===== src/rtl/naive_pattern_search_macros.svh =====
//------------------------------------------------------------------------------
// naive_pattern_search_macros.svh
// Assertion macros shared by the pattern search RTL.
//------------------------------------------------------------------------------
`ifndef NAIVE_PATTERN_SEARCH_MACROS_SVH
`define NAIVE_PATTERN_SEARCH_MACROS_SVH

// Same-cycle implication, checked on every rising edge outside reset.
`define NPS_ASSERT_NOW(lbl, ante, cons, msg) \
  lbl: assert property (@(posedge clk) disable iff (!rst_n) (ante) |-> (cons)) \
    else $error(msg);

// Next-cycle implication, checked on every rising edge outside reset.
`define NPS_ASSERT_NEXT(lbl, ante, cons, msg) \
  lbl: assert property (@(posedge clk) disable iff (!rst_n) (ante) |=> (cons)) \
    else $error(msg);

`endif


===== src/rtl/nps_pkg.sv =====
//------------------------------------------------------------------------------
// nps_pkg
// Types and constants of the streaming naive pattern search block.
//------------------------------------------------------------------------------
`default_nettype none

package nps_pkg;

  localparam int POS_W     = 20;
  localparam int CMP_W     = 26;
  localparam int PLEN_W    = 6;
  localparam int CFG_IDX_W = 2;

  localparam logic [CMP_W-1:0] CMP_LIMIT = {CMP_W{1'b1}};

  // Input item modes.
  localparam logic [1:0] MODE_PATTERN = 2'd0;
  localparam logic [1:0] MODE_TEXT    = 2'd1;
  localparam logic [1:0] MODE_CLEAR   = 2'd2;

  // Configuration register indexes.
  localparam logic [CFG_IDX_W-1:0] CFG_MATCH_ALL   = 2'd0;
  localparam logic [CFG_IDX_W-1:0] CFG_PATTERN_LEN = 2'd1;

  // Result kinds.
  localparam logic KIND_MATCH   = 1'b0;
  localparam logic KIND_SUMMARY = 1'b1;

  typedef struct packed {
    logic [1:0] mode;
    logic [7:0] data_byte;
    logic       last_text;
  } in_item_t;

  typedef struct packed {
    logic             kind;
    logic [POS_W-1:0] position;
    logic [CMP_W-1:0] comparisons;
    logic             found;
    logic             final_res;
  } out_item_t;

endpackage

`default_nettype wire


===== src/rtl/naive_pattern_search.sv =====
//------------------------------------------------------------------------------
// naive_pattern_search
// Streaming naive string matcher with a parallel window compare.
//------------------------------------------------------------------------------
// The block takes one item per clock cycle while in_stall is low. An accepted
// item sits in the input register, where the whole window is compared with the
// stored pattern at once, and its results go into a four-entry result queue
// that the output channel drains. A result goes from the input register into
// the queue and is offered on the output from there. A match on the byte
// marked last_text makes two results, so the input register only moves on
// when the queue has two free entries. With the output never stalled the
// block takes an item every cycle; only runs of items that each cause two
// results make it stall while the queue drains. No clearing pass runs after
// reset.
`default_nettype none

`include "naive_pattern_search_macros.svh"

module naive_pattern_search
  import nps_pkg::*;
#(
  parameter int PATTERN_MAX = 32,
  parameter int TEXT_MAX    = 1048576
) (
  input  wire logic                 clk,
  input  wire logic                 rst_n,
  // Input channel
  input  wire logic                 in_valid,
  output      logic                 in_stall,
  input  wire in_item_t             in_data,
  // Result channel
  output      logic                 out_valid,
  input  wire logic                 out_stall,
  output      out_item_t            out_data,
  // Configuration write channel
  input  wire logic                 cfg_valid,
  output      logic                 cfg_ready,
  input  wire logic [CFG_IDX_W-1:0] cfg_index,
  input  wire logic [PLEN_W-1:0]    cfg_data
);

  localparam int PW         = $clog2(PATTERN_MAX + 1);
  localparam int IW         = (PATTERN_MAX > 1) ? $clog2(PATTERN_MAX) : 1;
  localparam int TCW        = $clog2(TEXT_MAX + 1);
  localparam int WIN_W      = PATTERN_MAX * 8;
  localparam int FIFO_DEPTH = 4;
  localparam int FIFO_AW    = 2;
  localparam int FIFO_CW    = 3;

  // Configuration
  logic              match_all_r;
  logic [PLEN_W-1:0] plen_r;

  // Search state
  logic [7:0]        pat_r [PATTERN_MAX];
  logic [7:0]        win_r [PATTERN_MAX];
  logic [PW-1:0]     pfill_r;
  logic [TCW-1:0]    tc_r;
  logic [CMP_W-1:0]  total_r;
  logic              seen_r;

  // Input register
  logic              s1_valid_r;
  in_item_t          s1_data_r;

  // Result queue
  out_item_t            fifo_r [FIFO_DEPTH];
  logic [FIFO_AW-1:0]   wr_ptr_r;
  logic [FIFO_AW-1:0]   rd_ptr_r;
  logic [FIFO_CW-1:0]   fifo_cnt_r;

  logic in_acc;
  logic s1_go;
  logic pop;

  // Stage compute signals
  logic              is_pat;
  logic              is_clr;
  logic              is_txt;
  logic              text_ok;
  logic [PW-1:0]     len;
  logic [PW-1:0]     shamt;
  logic [WIN_W-1:0]  cur_vec;
  logic [WIN_W-1:0]  aligned;
  logic [PATTERN_MAX-1:0] eq;
  logic [PW-1:0]     ff;
  logic              fz;
  logic              full;
  logic [TCW-1:0]    tc_new;
  logic              do_cmp;
  logic              hit;
  logic [PW-1:0]     add_n;
  logic [CMP_W:0]    sum;
  logic [CMP_W-1:0]  total_nxt;
  logic              seen_nxt;
  logic [TCW-1:0]    start;
  out_item_t         e0;
  out_item_t         e1;
  logic [1:0]        push_n;

  assign cfg_ready = 1'b1;

  // Input handshake: the input register moves on once the queue has room
  // for the two results one item may cause.
  assign s1_go    = s1_valid_r && (fifo_cnt_r <= FIFO_CW'(FIFO_DEPTH - 2));
  assign in_stall = s1_valid_r && !s1_go;
  assign in_acc   = in_valid && !in_stall;

  assign out_valid = (fifo_cnt_r != '0);
  assign out_data  = fifo_r[rd_ptr_r];
  assign pop       = out_valid && !out_stall;

  always_comb begin
    is_pat  = (s1_data_r.mode == MODE_PATTERN);
    is_clr  = (s1_data_r.mode == MODE_CLEAR);
    is_txt  = (s1_data_r.mode == MODE_TEXT);
    text_ok = (tc_r < TCW'(TEXT_MAX));

    // Effective pattern length: zero acts as one, clamped to the store size.
    if (plen_r == '0) begin
      len = PW'(1);
    end else if (PW'(plen_r) > PW'(PATTERN_MAX) ||
                 (PLEN_W > PW && plen_r > PLEN_W'(PATTERN_MAX))) begin
      len = PW'(PATTERN_MAX);
    end else begin
      len = PW'(plen_r);
    end
  end

  // Window as it stands after this text byte, oldest entry at the bottom.
  // Shifting down by the unused depth lines the last len bytes up with the
  // pattern, oldest byte against pattern byte zero.
  always_comb begin
    for (int i = 0; i < PATTERN_MAX; i++) begin
      if (i == PATTERN_MAX - 1) begin
        cur_vec[i*8 +: 8] = s1_data_r.data_byte;
      end else begin
        cur_vec[i*8 +: 8] = win_r[i+1];
      end
    end
    shamt   = PW'(PATTERN_MAX) - len;
    aligned = cur_vec >> {shamt, 3'b000};
    for (int m = 0; m < PATTERN_MAX; m++) begin
      eq[m] = (aligned[m*8 +: 8] == pat_r[m]) || (PW'(m) >= len);
    end
    full = &eq;
    ff   = '0;
    fz   = 1'b0;
    for (int m = 0; m < PATTERN_MAX; m++) begin
      if (!eq[m] && !fz) begin
        ff = PW'(m);
        fz = 1'b1;
      end
    end
  end

  always_comb begin
    tc_new = tc_r + TCW'(1);
    do_cmp = is_txt && text_ok && (tc_new >= TCW'(len)) && !(!match_all_r && seen_r);
    hit    = do_cmp && full;
    add_n  = full ? len : ff + PW'(1);
    sum    = {1'b0, total_r} + (CMP_W + 1)'(add_n);
    if (!do_cmp) begin
      total_nxt = total_r;
    end else if (sum > {1'b0, CMP_LIMIT}) begin
      total_nxt = CMP_LIMIT;
    end else begin
      total_nxt = sum[CMP_W-1:0];
    end
    seen_nxt = seen_r || hit;
    start    = tc_new - TCW'(len);

    e0.kind        = KIND_MATCH;
    e0.position    = POS_W'(start);
    e0.comparisons = total_nxt;
    e0.found       = 1'b1;
    e0.final_res   = !s1_data_r.last_text;

    e1.kind        = KIND_SUMMARY;
    e1.position    = '0;
    e1.comparisons = total_nxt;
    e1.found       = seen_nxt;
    e1.final_res   = 1'b1;

    push_n = 2'd0;
    if (s1_go && is_txt) begin
      if (hit && s1_data_r.last_text) begin
        push_n = 2'd2;
      end else if (hit) begin
        push_n = 2'd1;
      end else if (s1_data_r.last_text) begin
        push_n = 2'd1;
        e0     = e1;
      end
    end
  end

  // Configuration registers
  always_ff @(posedge clk) begin
    if (!rst_n) begin
      match_all_r <= 1'b1;
      plen_r      <= PLEN_W'(1);
    end else if (cfg_valid && cfg_ready) begin
      case (cfg_index)
        CFG_MATCH_ALL:   match_all_r <= cfg_data[0];
        CFG_PATTERN_LEN: plen_r      <= cfg_data;
        default: ;
      endcase
    end
  end

  // Input register
  always_ff @(posedge clk) begin
    if (!rst_n) begin
      s1_valid_r <= 1'b0;
    end else begin
      s1_valid_r <= in_acc || (s1_valid_r && !s1_go);
    end
  end

  always_ff @(posedge clk) begin
    if (in_acc) begin
      s1_data_r <= in_data;
    end
  end

  // Search control state
  always_ff @(posedge clk) begin
    if (!rst_n) begin
      pfill_r <= '0;
      tc_r    <= '0;
      total_r <= '0;
      seen_r  <= 1'b0;
    end else if (s1_go) begin
      if (is_clr) begin
        pfill_r <= '0;
        tc_r    <= '0;
        total_r <= '0;
        seen_r  <= 1'b0;
      end else if (is_pat) begin
        if (pfill_r < PW'(PATTERN_MAX)) begin
          pfill_r <= pfill_r + PW'(1);
        end
      end else if (is_txt && text_ok) begin
        tc_r    <= tc_new;
        total_r <= total_nxt;
        seen_r  <= seen_nxt;
      end
    end
  end

  // Pattern store and text window
  always_ff @(posedge clk) begin
    if (s1_go && is_pat && (pfill_r < PW'(PATTERN_MAX))) begin
      pat_r[pfill_r[IW-1:0]] <= s1_data_r.data_byte;
    end
    if (s1_go && is_txt && text_ok) begin
      for (int i = 0; i < PATTERN_MAX; i++) begin
        win_r[i] <= cur_vec[i*8 +: 8];
      end
    end
  end

  // Result queue
  always_ff @(posedge clk) begin
    if (!rst_n) begin
      wr_ptr_r   <= '0;
      rd_ptr_r   <= '0;
      fifo_cnt_r <= '0;
    end else begin
      wr_ptr_r   <= wr_ptr_r + FIFO_AW'(push_n);
      rd_ptr_r   <= rd_ptr_r + FIFO_AW'(pop);
      fifo_cnt_r <= fifo_cnt_r + FIFO_CW'(push_n) - FIFO_CW'(pop);
    end
  end

  always_ff @(posedge clk) begin
    if (push_n != 2'd0) begin
      fifo_r[wr_ptr_r] <= e0;
    end
    if (push_n == 2'd2) begin
      fifo_r[wr_ptr_r + FIFO_AW'(1)] <= e1;
    end
  end

  // In first-match mode a match is only reported while none has been seen.
  `NPS_ASSERT_NOW(a_first_match_once, hit && !match_all_r, !seen_r, "repeated first match")
  // The comparison total only moves up between new searches.
  `NPS_ASSERT_NEXT(a_total_monotonic, s1_go && !is_clr, total_r >= $past(total_r), "total fell")
  // The queue never holds more results than it has entries.
  `NPS_ASSERT_NEXT(a_queue_bound, push_n != 2'd0, fifo_cnt_r <= FIFO_CW'(FIFO_DEPTH), "queue overflow")

endmodule

`default_nettype wire

===== config.mk =====
export PLATFORM = sky130hd
export DESIGN_NAME = naive_pattern_search
export DESIGN_NICKNAME = d
export VERILOG_FILES = /design/src/rtl/nps_pkg.sv /design/src/rtl/naive_pattern_search.sv
export VERILOG_INCLUDE_DIRS = /design/src /design/src/rtl
export SDC_FILE = /design/constraint.sdc
export NUM_CORES = 2
export LEC_CHECK = 0
export BUFFER_PORTS_ARGS = -buffer_cell sky130_fd_sc_hd__buf_2
export CAP_MARGIN = 20
export CORE_MARGIN = 4
export CORE_UTILIZATION = 52
export CTS_BUF_LIST = sky130_fd_sc_hd__clkbuf_16
export DETAILED_ROUTE_END_ITERATION = 12
export PLACE_DENSITY = 0.75
export SLEW_MARGIN = 10
export SYNTH_ARGS = -nofsm -noshare
export SYNTH_HDL_FRONTEND = slang
export SYNTH_SLANG_ARGS = --single-unit

===== constraint.sdc =====
create_clock -name clk -period 14.7 [get_ports clk]
set_input_delay 2.94 -clock clk [delete_from_list [all_inputs] [get_ports clk]]
set_output_delay 2.94 -clock clk [all_outputs]
set_load 0.01 [all_outputs]

# After elaboration in Yosys (flattened, before gate mapping)
# Memories as Yosys holds them, arrays and structs flattened. A register that Yosys moved wholly into a read port is not among the register bits.
# Cells that the tools add are included.
word_totals:
  regBits: 80
  ram_bits: 708
  in_bits: 24
  memories: 3
classes:
  addsub: 11
  n_lt_le_gt_ge: 38
  n_eq_ne: 37
  shifts: 1
  muxes: 96
  reduce_logical: 159
memory_table:
  columns: ["name", "depth", "width", "rd", "rd_ports_with_merged_regs", "wr", "line_no", "text"]
  rows:
  - ["pat_r", 32, 8, 32, 0, 1, "naive_pattern_search.sv:55", "logic [7:0] pat_r [PATTERN_MAX];"]
  - ["win_r", 32, 8, 31, 0, 32, "naive_pattern_search.sv:56", "logic [7:0] win_r [PATTERN_MAX];"]
  - ["fifo_r", 4, 49, 1, 1, 2, "naive_pattern_search.sv:67", "out_item_t fifo_r [FIFO_DEPTH];"]
op_table:
  columns: ["op", "count"]
  rows:
  - ["equality test 8 bit", 32]
  - [">> shifter 256 x 9 -> 256 bit", 1]
  - ["2-to-1 mux 6 bit", 36]
  - ["2-to-1 mux 49 bit", 4]
  - ["2-to-1 mux 26 bit", 5]
  - [">= comparator 5 x 6 -> 1 bit (first input constant)", 16]
  - ["zero test 1 bit", 67]
  - ["2-to-1 mux 21 bit", 3]
  - [">= comparator 4 x 6 -> 1 bit (first input constant)", 8]
  - ["logical AND 1 bit", 45]
  - ["2-to-1 mux 1 bit", 45]
  - ["logical OR 1 bit", 34]
  - ["AND reduction 32 bit", 1]
  - ["adder 26 x 6 -> 27 bit", 1]
  - ["greater-than comparator 27 x 26 -> 1 bit (second input constant)", 1]
  - [">= comparator 3 x 6 -> 1 bit (first input constant)", 4]
  - ["adder 21 x 1 -> 21 bit (second input constant)", 1]
  - [">= comparator 21 x 6 -> 1 bit", 1]
  - ["< comparator 21 bit (second input constant)", 1]
  - ["subtractor 20 x 6 -> 20 bit", 1]
  - ["adder 6 x 1 -> 6 bit (second input constant)", 2]
  - [">= comparator 1 x 6 -> 1 bit (first input constant)", 2]
  - [">= comparator 2 x 6 -> 1 bit (first input constant)", 2]
  - ["nonzero test 2 bit", 4]
  - ["18 further kinds", 25]

# Logic depth before layout (Yosys ltp)
logic_depth:
  ltp_word: 110
  depth_mapped: 49

# Least setup slack after synthesis
# No wires, ideal clock.
synth_path:
  path_type: "flip-flop to flip-flop"
  from: "register fifo_cnt_r[1]"
  to: "register tc_r[13]"
  setup_ns: 0.125
  arrival_ns: 13.528
  required_ns: 14.575
  path_slack_ns: 1.047
  stages_incl_launch_ff: 8
  n_path_buf: 1
  synth_period_minus_slack_ns: 13.653
  path_cell_list: "dfxtp_1 a21oi_1 nand4_1 nor2_1 nor2_1 clkbuf_1 o21ai_0 o31ai_1"
synth_via:
  elab_chain_len: 3
synth_lines:
  columns: ["element", "line_no", "text"]
  rows:
  - ["from (decl)", "naive_pattern_search.sv:70", "logic [FIFO_CW-1:0] fifo_cnt_r;"]
  - ["from (signal assigned)", "naive_pattern_search.sv:273", "fifo_cnt_r <= fifo_cnt_r + FIFO_CW'(push_n) - FIFO_CW'(pop);"]
  - ["less-or-equal comparator 3 x 2 -> 1 bit", "naive_pattern_search.sv:105", "assign s1_go = s1_valid_r && (fifo_cnt_r <= FIFO_CW'(FIFO_DEPTH - 2));"]
  - ["logical AND 1 bit", "naive_pattern_search.sv:105", null]
  - ["AND reduction 3 bit (no line)", null, null]
  - ["to (signal assigned)", "naive_pattern_search.sv:245", "tc_r <= tc_new;"]
  - ["to (decl)", "naive_pattern_search.sv:58", "logic [TCW-1:0] tc_r;"]
# No other way between the ends.
# A chain may end at the register's enable or synchronous reset.

==> run summary <==
The combinational family with the most area after synthesis is multiplexers. Data on the critical path is required at its endpoint by 15140 ps. During I/O placement, the number of pins put on the boundary was 76. The fraction of synthesized cell area in xor and xnor cells was 0.05195. The clock root buffer was clkbuf_16. The via count was 44309; the proportion of synthesized area in mux cells was 0.1747.

The async set or reset register ratio after synthesis is 0, and the worst hold path cell count is 0. The logs give 95290 µm² for the core region area and 50120 µm² for the post-synthesis instance area. Hold is met by 453.9 ps. STA classifies the critical path endpoint as a register. The run gives 315700 µm as the first-pass GRT wire length. The highest-delay cell along the critical path is dfxtp_1. The finished cells cover 54590 µm². The logs give 7443 for the starting DRC count in detailed routing and 0 for the number of instances resized during post-cts repair. The cell count after synthesis came out at 4674.

Setup repair after global routing left no endpoint under its margin. For the hold violation count in the final report, the log shows 0. Ratio of cells with drive above 1 in the final layout: 0.1298.

The placed instances occupy a cell area of 51660 µm². The congestion estimate from routability-driven global placement came to 1.100. The run gives 0 as the total congestion overflow. By area the synthesized netlist is led by edfxtp_1 (37%), mux2i_1 (11%), dfxtp_1 (6.3%). The synthesized-area fraction occupied by adder cells was 0.008438; the number of flops mapped to enable cells by yosys was 623. The final worst setup slack is 2226 ps. The global-route usage over all layers is 0.4324, and the final HPWL from detailed placement is 166000 µm.

In this run, synthesis produced a sequential element count of 780. The synthesized area divided by synthesized cell count was 10.72 µm²; the number of nets produced by synthesis was 4730. edfxtp_1 takes more of the synthesized area than any other cell. Clock-pin slew was measured on the worst setup and hold paths at 60 ps.

Setup violations remaining at the end of the flow were counted as 0. TritonCTS built the clock tree. The insertion delay of the later-clocked pin in the worst-skew pair is 730 ps, and the area added between synthesis and finish is 8.930%. For the worst flop-to-flop path, the logic depth is 36. The worst-case IR drop observed on VDD is 0.1067 mV. The run gives 0.4360 as the sequential element share of the synthesized area.

Yosys instantiated no cell more often than edfxtp_1. The worst hold path startpoint was win_r[0][31]. The logs give 0 for the number of buffers added to fix hold violations after cts and 0 for the DRC violations left.

The worst path needs 12470 ps of the cycle, external delays included. The final layout contains routed wiring with a total length of 227700 µm. The simple-gate share of the synthesized area was 0.1179. The run finished with clean final reports.

Dividing total power by cell area gives a power density of 112.8 nW/µm². Once placement completed, the tool counted placed cells totaling 5815. The worst register-to-register path ends at fifo_r[0][25]. The endpoint of the worst hold path is win_r[0][23]. The measured slew at the worst slew-check pin is 1371 ps, and the worst slack at placement is 2733 ps. In the synthesized netlist the dominant register cell turns out to be edfxtp_1. For the headroom to the max-slew limit, the log shows 0.05972. The post-route fraction of the period consumed by the critical path is 0.8486. The Yosys step of the flow raised 0 warnings. The number of buffers created by CTS came out at 88. The via count of the first global-routing pass was 40550; the count of input and output buffers was 74. Sorting the synthesized cells by how often they occur yields edfxtp_1 (623), mux2i_1 (567), nand2_1 (357).

The complex-gate fraction of the synthesized area is 0.1712, and the initial core utilization is 0.5259. Counting every sink on the clock net gives 780. The chip width was 318.5 µm; the count of pins over their slew limit was 0. Area fraction of the dominant cell type after synthesis: 0.3733. Class of the most critical setup path: reg2reg. No sink is reached through more buffers than the 3 on the longest clock path. For this run, the detailed router's first-pass iteration total came to 9. Counting the fill cells in the layout gives 8063. Worst hold-check path type: reg2reg. Post-CTS timing repair inserted 0 buffers for setup. After synthesis, the netlist uses 110 different library cells.

Among the stages of the critical path, the cell type that occurs most often is nor2_1. The floorplan step set the die height to 318.5 µm. Between clock sinks in the finished design, the worst skew comes to 58.19 ps. The routed via count divided by cell count is 7.393, and the final net count is 4700.

The die covers 101400 µm². The number of antenna violations at the first check in global routing is 17. The tools report the non-filler instance count after layout as 5993. In this run the worst path has a maximum fanout of 105.

For the static leakage power, the log shows 19.93 nW. The launching element type of the critical path was a register. The floorplan has 113 rows.

Data arrives at the worst endpoint at 12910 ps. The delay of the slowest cell on the worst path was 850 ps. The worst register-to-register path begins at plen_r[4]. Derived from the worst setup path, the maximum achievable clock frequency is 80.16 MHz. The worst reg-to-reg setup slack came out at 2230 ps.

Max-cap violations in this run came to 0. The H-tree generated during clock tree synthesis spans 3 levels. The post-detailed-route count of antenna-violating nets came out at 0. In the final routed layout, each cell accounts on average for 38.00 µm. The total negative slack for setup checks is 0 ps.

Entering global routing, the biggest net connects 153 pins.
==> routing by layer <==
metal / track usage / vias up / wire (µm)
li1: - / 18138 / -
met1: 0.5749 / 21856 / 85090
met2: 0.5997 / 3574 / 91700
met3: 0.1542 / 733 / 32900
met4: 0.2691 / 8 / 17960
met5: 0.004255 / - / 72
==> power by group <==
group / total, mW / internal, mW / switching [mW]
clock network: 2.22 / 1.22 / 1.00
logic: 1.39 / 0.460 / 0.926
registers: 2.55 / 2.46 / 0.0911
total: 6.16 / 4.14 / 2.02
==> how the worst max path moves through the flow <==
stage | start | end | cells past startpoint
floorplan | fifo_cnt_r[1] | tc_r[13] | 7
global placement | plen_r[4] | fifo_r[3][23] | 36
detailed placement | plen_r[4] | fifo_r[0][25] | 36
CTS | plen_r[4] | fifo_r[0][25] | 36
global route | plen_r[4] | fifo_r[0][25] | 36
finish | plen_r[4] | fifo_r[0][25] | 36
==> cells in the final DEF, fill, tap and decap left out, drive strengths merged, types with 37 or more instances in the layout <==
master | synthesis | routed
o21ai | 186 | 186
nand4 | 41 | 41
xnor2 | 165 | 165
nor4b | 42 | 42
mux2 | 97 | 97
clkinv | 3 | 39
a21oi | 196 | 196
nor3 | 73 | 73
a221oi | 43 | 43
o211ai | 85 | 85
xor2 | 128 | 128
o32ai | 46 | 46
mux2i | 570 | 570
a211oi | 59 | 59
inv | 80 | 107
a22o | 81 | 81
o22ai | 66 | 66
edfxtp | 623 | 623
clkbuf | 139 | 91
nor4 | 37 | 37
nand2 | 357 | 357
dfxtp | 157 | 157
a31oi | 84 | 84
and2 | 37 | 37
buf | 192 | 209
nor2 | 336 | 336
nand3 | 81 | 81
mux4 | 86 | 86
==> cell type report <==
type                       count  area (µm²)  area share
multi-input combinational   3480       26420      0.4840
sequential                   780       21860      0.4005
clock buffer                  89        2227     0.04080
tap                         1265        1583     0.02899
timing repair buffer         211        1516     0.02778
clock inverter                73       633.1     0.01160
inverter                      83       319.1    0.005844
antenna                       12       30.03   0.0005501
==> critical path: cells and delay by family, from the launching register on <==
kind / cells / cell delay (ps)
AO/OA/AOI/OAI: 12 / 2780
XOR/XNOR: 3 / 810
adder cells (fa/ha/maj): 3 / 1390
buffers and inverters: 4 / 1520
flip-flops: 1 / 850
multiplexers: 1 / 300
AND/OR/NAND/NOR: 13 / 4230
==> sequential cells by signal (all words and copies together) (netlist names) <==
| register | cells |
|---|---|
| pat_r | 256 |
| win_r | 248 |
| fifo_r | 196 |
| total_r | 26 |
| tc_r | 21 |
| cur_vec | 8 |
| pfill_r | 6 |
| plen_r | 6 |
| fifo_cnt_r | 3 |
| s1_data_r | 3 |
| rd_ptr_r | 2 |
| wr_ptr_r | 2 |
| match_all_r | 1 |
| s1_valid_r | 1 |
| seen_r | 1 |
==> cells by family (layout without fill, tap and decap cells) <==
| group | Yosys count | in the layout |
|---|---|---|
| compound gates | 1198 | 1198 |
| xor+xnor | 293 | 293 |
| fa+ha+maj | 32 | 32 |
| buf+inv | 414 | 456 |
| flops | 780 | 780 |
| mux | 753 | 753 |
| other cells | 1 | 13 |
| simple gates | 1203 | 1203 |
==> stage by stage <==
step           power, mW    util
2_1_floorplan      3.367       -
3_3_place_gp       3.902  0.5419
3_5_place_dp       3.911  0.5421
4_1_cts            6.094  0.5721
5_1_grt            6.284  0.5726
6_report           6.158  0.5729
No activity file was read; power rests on OpenSTA's default activity.
